**config.mk**
```make
export PLATFORM = sky130hd
export DESIGN_NAME = trial_division_primality_core
export DESIGN_NICKNAME = d
export VERILOG_FILES = /design/src/rtl/tdp_pkg.sv /design/src/rtl/trial_division_primality_core.sv /design/src/rtl/tdp_divider.sv
export SDC_FILE = /design/constraint.sdc
export NUM_CORES = 1
export LEC_CHECK = 0
export ABC_AREA = 1
export BUFFER_PORTS_ARGS = -buffer_cell sky130_fd_sc_hd__buf_2
export CORE_ASPECT_RATIO = 1.5
export CORE_UTILIZATION = 45
export DETAILED_ROUTE_END_ITERATION = 8
export PLACE_DENSITY_LB_ADDON = 0.15
export RECOVER_POWER = 50
export SLEW_MARGIN = 20
export SYNTH_ARGS = -nofsm -noshare
export SYNTH_HDL_FRONTEND = slang
export SYNTH_SLANG_ARGS = --single-unit
```
**constraint.sdc**
```tcl
create_clock -name clk -period 6.1 [get_ports clk]
set_clock_uncertainty 0.2 [all_clocks]
set_input_delay 0 -clock clk [delete_from_list [all_inputs] [get_ports clk]]
set_output_delay 0 -clock clk [all_outputs]
set_load 0.005 [all_outputs]
```
**src/rtl/tdp_pkg.sv**
```systemverilog
// Shared types for the trial division primality core.
`default_nettype none

package tdp_pkg;

  typedef enum logic [1:0] {
    S_IDLE,
    S_DIV,
    S_OUT
  } state_t;

  typedef struct packed {
    logic done;
    logic rem_zero;
    logic div_le_quo;
  } div_status_t;

endpackage

`default_nettype wire

```
**src/rtl/trial_division_primality_core.sv**
```systemverilog
// Top level: trial division primality tester over odd divisors with a serial divider.
//
//   channel | signals                      | direction
//   --------+------------------------------+----------
//   input   | in_valid, in_ready, number   | in
//   output  | out_valid, out_ready, is_prime | out
//
// Values below 4 and even values skip the divider. Otherwise each odd
// divisor from 3 is tried in the serial divider until one divides the word
// evenly or exceeds the quotient, which shows that the word is prime.
// One word is worked at a time; a result waits in the output register while
// out_ready is low and the next word is taken once it has been loaded there.
// Reset clears the state machine and the output valid.
`default_nettype none

module trial_division_primality_core #(
  parameter int NUMBER_BITS = 31
) (
  input  wire                    clk,
  input  wire                    rst,
  input  wire                    in_valid,
  output logic                   in_ready,
  input  wire  [NUMBER_BITS-1:0] number,
  output logic                   out_valid,
  input  wire                    out_ready,
  output logic                   is_prime
);

  localparam logic [NUMBER_BITS-1:0] FIRST_DIV = NUMBER_BITS'(3);
  localparam logic [NUMBER_BITS-1:0] DIV_STEP  = NUMBER_BITS'(2);

  tdp_pkg::state_t        state, state_next;
  logic [NUMBER_BITS-1:0] n, n_next;
  logic [NUMBER_BITS-1:0] d, d_next;
  logic                   res, res_next;
  logic                   out_valid_next;
  logic                   is_prime_next;

  logic                   div_start;
  logic [NUMBER_BITS-1:0] div_dividend;
  tdp_pkg::div_status_t   div_status;

  tdp_divider #(
    .NUMBER_BITS(NUMBER_BITS)
  ) u_div (
    .clk      (clk),
    .rst      (rst),
    .start    (div_start),
    .dividend (div_dividend),
    .divisor  (d_next),
    .status   (div_status)
  );

  always_comb begin
    state_next     = state;
    n_next         = n;
    d_next         = d;
    res_next       = res;
    out_valid_next = out_valid;
    is_prime_next  = is_prime;
    in_ready       = 1'b0;
    div_start      = 1'b0;
    div_dividend   = n;
    if (out_valid && out_ready) begin
      out_valid_next = 1'b0;
    end
    unique case (state)
      tdp_pkg::S_IDLE: begin
        in_ready     = 1'b1;
        div_dividend = number;
        if (in_valid) begin
          n_next = number;
          if (number[NUMBER_BITS-1:1] == '0) begin
            res_next   = 1'b0;
            state_next = tdp_pkg::S_OUT;
          end else if (number[NUMBER_BITS-1:2] == '0) begin
            res_next   = 1'b1;
            state_next = tdp_pkg::S_OUT;
          end else if (!number[0]) begin
            res_next   = 1'b0;
            state_next = tdp_pkg::S_OUT;
          end else begin
            d_next     = FIRST_DIV;
            div_start  = 1'b1;
            state_next = tdp_pkg::S_DIV;
          end
        end
      end
      tdp_pkg::S_DIV: begin
        if (div_status.done) begin
          priority if (!div_status.div_le_quo) begin
            res_next   = 1'b1;
            state_next = tdp_pkg::S_OUT;
          end else if (div_status.rem_zero) begin
            res_next   = 1'b0;
            state_next = tdp_pkg::S_OUT;
          end else begin
            d_next    = d + DIV_STEP;
            div_start = 1'b1;
          end
        end
      end
      tdp_pkg::S_OUT: begin
        if (!out_valid || out_ready) begin
          out_valid_next = 1'b1;
          is_prime_next  = res;
          state_next     = tdp_pkg::S_IDLE;
        end
      end
      default: begin
        state_next = tdp_pkg::S_IDLE;
      end
    endcase
  end

  always_ff @(posedge clk) begin
    if (rst) begin
      state     <= tdp_pkg::S_IDLE;
      out_valid <= 1'b0;
    end else begin
      state     <= state_next;
      out_valid <= out_valid_next;
    end
  end

  always_ff @(posedge clk) begin
    n        <= n_next;
    d        <= d_next;
    res      <= res_next;
    is_prime <= is_prime_next;
  end

endmodule

`default_nettype wire

```
**src/rtl/tdp_divider.sv**
```systemverilog
// Bit-serial restoring divider: one quotient bit per cycle, with end-of-division flags.
`default_nettype none

module tdp_divider #(
  parameter int NUMBER_BITS = 31
) (
  input  wire                      clk,
  input  wire                      rst,
  input  wire                      start,
  input  wire  [NUMBER_BITS-1:0]   dividend,
  input  wire  [NUMBER_BITS-1:0]   divisor,
  output tdp_pkg::div_status_t     status
);

  localparam int CW = $clog2(NUMBER_BITS);
  localparam logic [CW-1:0] LAST = CW'(NUMBER_BITS - 1);

  logic                   busy;
  logic                   done;
  logic [CW-1:0]          cnt;
  logic [NUMBER_BITS-1:0] rem;
  logic [NUMBER_BITS-1:0] quo;
  logic [NUMBER_BITS-1:0] dvs;

  logic [NUMBER_BITS:0]   trial;
  logic [NUMBER_BITS:0]   diff;
  logic                   ge;
  logic [NUMBER_BITS-1:0] rem_next;

  always_comb begin
    trial    = {rem, quo[NUMBER_BITS-1]};
    ge       = trial >= {1'b0, dvs};
    diff     = trial - {1'b0, dvs};
    rem_next = ge ? diff[NUMBER_BITS-1:0] : trial[NUMBER_BITS-1:0];
  end

  always_ff @(posedge clk) begin
    if (rst) begin
      busy <= 1'b0;
      done <= 1'b0;
      cnt  <= '0;
    end else begin
      done <= 1'b0;
      if (start) begin
        busy <= 1'b1;
        cnt  <= LAST;
      end else if (busy) begin
        if (cnt == '0) begin
          busy <= 1'b0;
          done <= 1'b1;
        end else begin
          cnt <= cnt - 1'b1;
        end
      end
    end
  end

  always_ff @(posedge clk) begin
    if (start) begin
      rem <= '0;
      quo <= dividend;
      dvs <= divisor;
    end else if (busy) begin
      rem <= rem_next;
      quo <= {quo[NUMBER_BITS-2:0], ge};
    end
  end

  assign status.done       = done;
  assign status.rem_zero   = (rem == '0);
  assign status.div_le_quo = (dvs <= quo);

endmodule

`default_nettype wire

```
==> results.yml <==
synth:
  synthesis.area_um2: 11600
  synth_seq_area_share_pct: 37.1
  ys.flop_type: "edfxtp_1"
  synth_top_area_share_pct: 24.7
  async_flop_share_pct: 0
  yosysTopAreaCell: "edfxtp_1"
  synth_edf_count: 95
  ys_warn_count: 0
  yosysMostFrequentCell: "nand2_1"
  ys_top_cells_by_count: "nand2_1, inv_1, nand3_1, nor2_1, edfxtp_1"
  netlist_instances: 1654
  syn_nets: 1754
  avgSynthCellArea_um2: 6.99
  synth-seq-cells: 167
  synth.area.top_cells: "edfxtp_1, nand2_1, dfxtp_1, inv_1, ha_1"
  yosys.cell_types.count: 44
timing:
  final_max_slew_viol_count: 69
  worst_pin_slew_ns: 3.21
  hold_violations: 0
  setup_tns_ns: 0
  period_share_pct: 79.0
  slew_headroom_pct: -115
  fin_crit_ns: 4.82
  rsz0062_at_grt: "no"
  finalSetupViolCount: 0
  fin_ws_ns: 1.28
  max_freq_mhz: 207
pwr:
  p_switching_mw: 1.29
  p_leak_nw: 6.21
  p_comb_share_pct: 30.1
  switching_share_pct: 35.8
  p_int_mw: 2.31
  p_per_area_nw_per_um2: 280
  vdd_drop_max_mv: 0.236
  pwr-share-seq_pct: 40.1
  pwr-share-clk_pct: 29.7
drt:
  drt_iter0_drc: 726
  num_vias: 10600
  drt_wl_total_um: 33800
  drc: 0
  firstDrtPassIters: 7
  wl_per_cell_um: 16.5
  viasPerCell: 5.17
  postRouteAntennaNets: 0
cells_and_area:
  area_growth_pct: 11.0
  antenna_cells: 0
  seqCellArea_um2: 4290
  fillCellCount: 2562
  multi_input_area_um2: 5960
  drive_gt1_share_pct: 6.44
  nets: 1810
cts:
  clk_path_buf_depth: 2
  clk_pin_slew_worst_paths_ns: 0.07
  cts_buffers: 17
  post-cts-setup-buffers: 0
  root_buffer: "clkbuf_16"
  cts_tree: "yes"
  cts-htree-levels: 4
  insertion_delay_ns: 0.45
  clock-sinks: 167
place:
  port_buffers: 37
  finalWeightedCongestion: 0.932
  dp_slack_ns: 1.99
  dp_hpwl_um: 26300
min_path:
  min_path_type: "in -> reg"
  whs_path_depth: 2
  hold_path_startpoint: "number[1]"
global_route:
  grt_pass1_vias: 10500
  grt_max_degree: 57
  grt_pass1_wl_um: 53500
  grtUsageTotal_pct: 26.8
  antenna_found_initial: 0
  grt_overflow: 0
worst_setup_path:
  critPathTopFamily: "simple AND/OR/NAND/NOR gates"
  crit_cells: 14
  cp.arrival_ns: 4.80
  path_common_cell: "nand2_1"
  critPathMaxFanout: 56
  crit_chain: "inv_1 -> ha_1 -> nand2_1 -> nor2_1 -> nand4_2 -> nor2_1 -> nand2_1 -> nand2_1 -> nand2_1 -> nand3_4 -> nand2_4 -> buf_4 -> nand2_1 -> o21ai_0"
  slowest_delay_ns: 0.80
  crit_required_ns: 6.08
  regToRegStartpoint: "u_div.quo[28]"
  critPathBufInv: 2
  r2r_cells: 14
  crit_path_start_kind: "register"
  startpoint: "u_div.quo[28]"
  cpMaxStageDelayCell: "nand2_1"
  end_kind: "register"
  path_class: "reg -> reg"
flow_run:
  maxCapViolCount: 2
outcome:
  status: "finished with violations"
  violations: "max-capacitance violations, max-slew violations"
floorplan:
  ios: 38
  die_w_um: 133
  core-area_um2: 25100
  die_area_um2: 26400
  fp.dieH_um: 198
  row_count: 71
  initial_utilization_pct: 46.0
==> final timing paths <==
path | endpoint | slack (ns)
worst max-delay path | u_div.quo[19] | 1.28
worst min-delay path | n[1] | 0.12
worst max register to register | u_div.quo[19] | 1.28
worst min register to register | is_prime | 0.22
==> flip-flops by register name (all words and copies together), names as in the netlist, 2 cells and up <==
signal	flops
d	31
n	31
u_div.dvs	31
u_div.quo	31
u_div.rem	31
u_div.cnt	5
state	2
==> metal layers <==
| metal | wire length [µm] | track usage [%] |
|---|---|---|
| met1 | 13400 | 28.6 |
| met2 | 17400 | 49.5 |
| met3 | 923 | 3.28 |
| met4 | 2110 | 17.3 |
| met5 | 0 | 0 |
==> cell type report <==
class | count | area share [%]
inverter | 281 | 8.21
clock buffer | 20 | 3.73
sequential | 167 | 33.4
timing repair buffer | 79 | 4.23
tap | 328 | 3.20
clock inverter | 12 | 0.818
multi-input combinational | 1164 | 46.4
==> kinds of logic (layout without fill, tap and decap cells) <==
family	Yosys count	count (layout)	share of synthesized area, %
mux	31	31	3.01
xor+xnor	20	20	1.51
simple gates	949	949	35.2
flops	167	167	37.1
fa+ha+maj	65	65	7.10
compound gates	99	99	4.98
buf+inv	323	392	11.1
==> worst register-to-register path, delay by kind of cell (launching register included) <==
kind                     cells  cell delay, ns
flip-flops                   1            0.32
AND/OR/NAND/NOR             10            2.95
buffers and inverters        2            0.64
AO/OA/AOI/OAI                1            0.08
adder cells (fa/ha/maj)      1            0.38
==> power groups by stage <==
stage	logic [mW]	registers [mW]	clock network [mW]
after floorplan	0.797	1.44	0
after global placement	1.06	1.47	0
after detailed placement	1.07	1.47	0
after CTS	1.10	1.44	1.09
after global routing	1.23	1.46	1.13
final	1.09	1.44	1.07
==> layout by cell type, fill, tap and decap left out, drive strengths merged, types with 46 or more instances in the layout <==
master  count
nor2      146
nand3     154
a21oi      48
edfxtp     95
inv       284
clkbuf     54
ha         64
dfxtp      72
o21ai      46
nand2     567
==> through the flow <==
step           power [mW]  std cells  hold slack [ns]  utilization, %  cell area [µm²]
2_1_floorplan        2.24       1654           -0.131               -            11600
3_3_place_gp         2.52       1984          -0.0205            47.7            12000
3_5_place_dp         2.54       1984          -0.0140            47.7            12000
4_1_cts              3.63       2051           0.0731            51.4            12900
5_1_grt              3.81       2051            0.122            51.1            12800
6_report             3.60       2051            0.124            51.1            12800
==> repair_timing <==
| item | in CTS | in global routing |
|---|---|---|
| hold endpoints to repair | 77 | 0 |
| hold buffers | 35 | 0 |
| resized for setup | 0 | 0 |
Note: power is estimated with default switching activity, not from simulation.
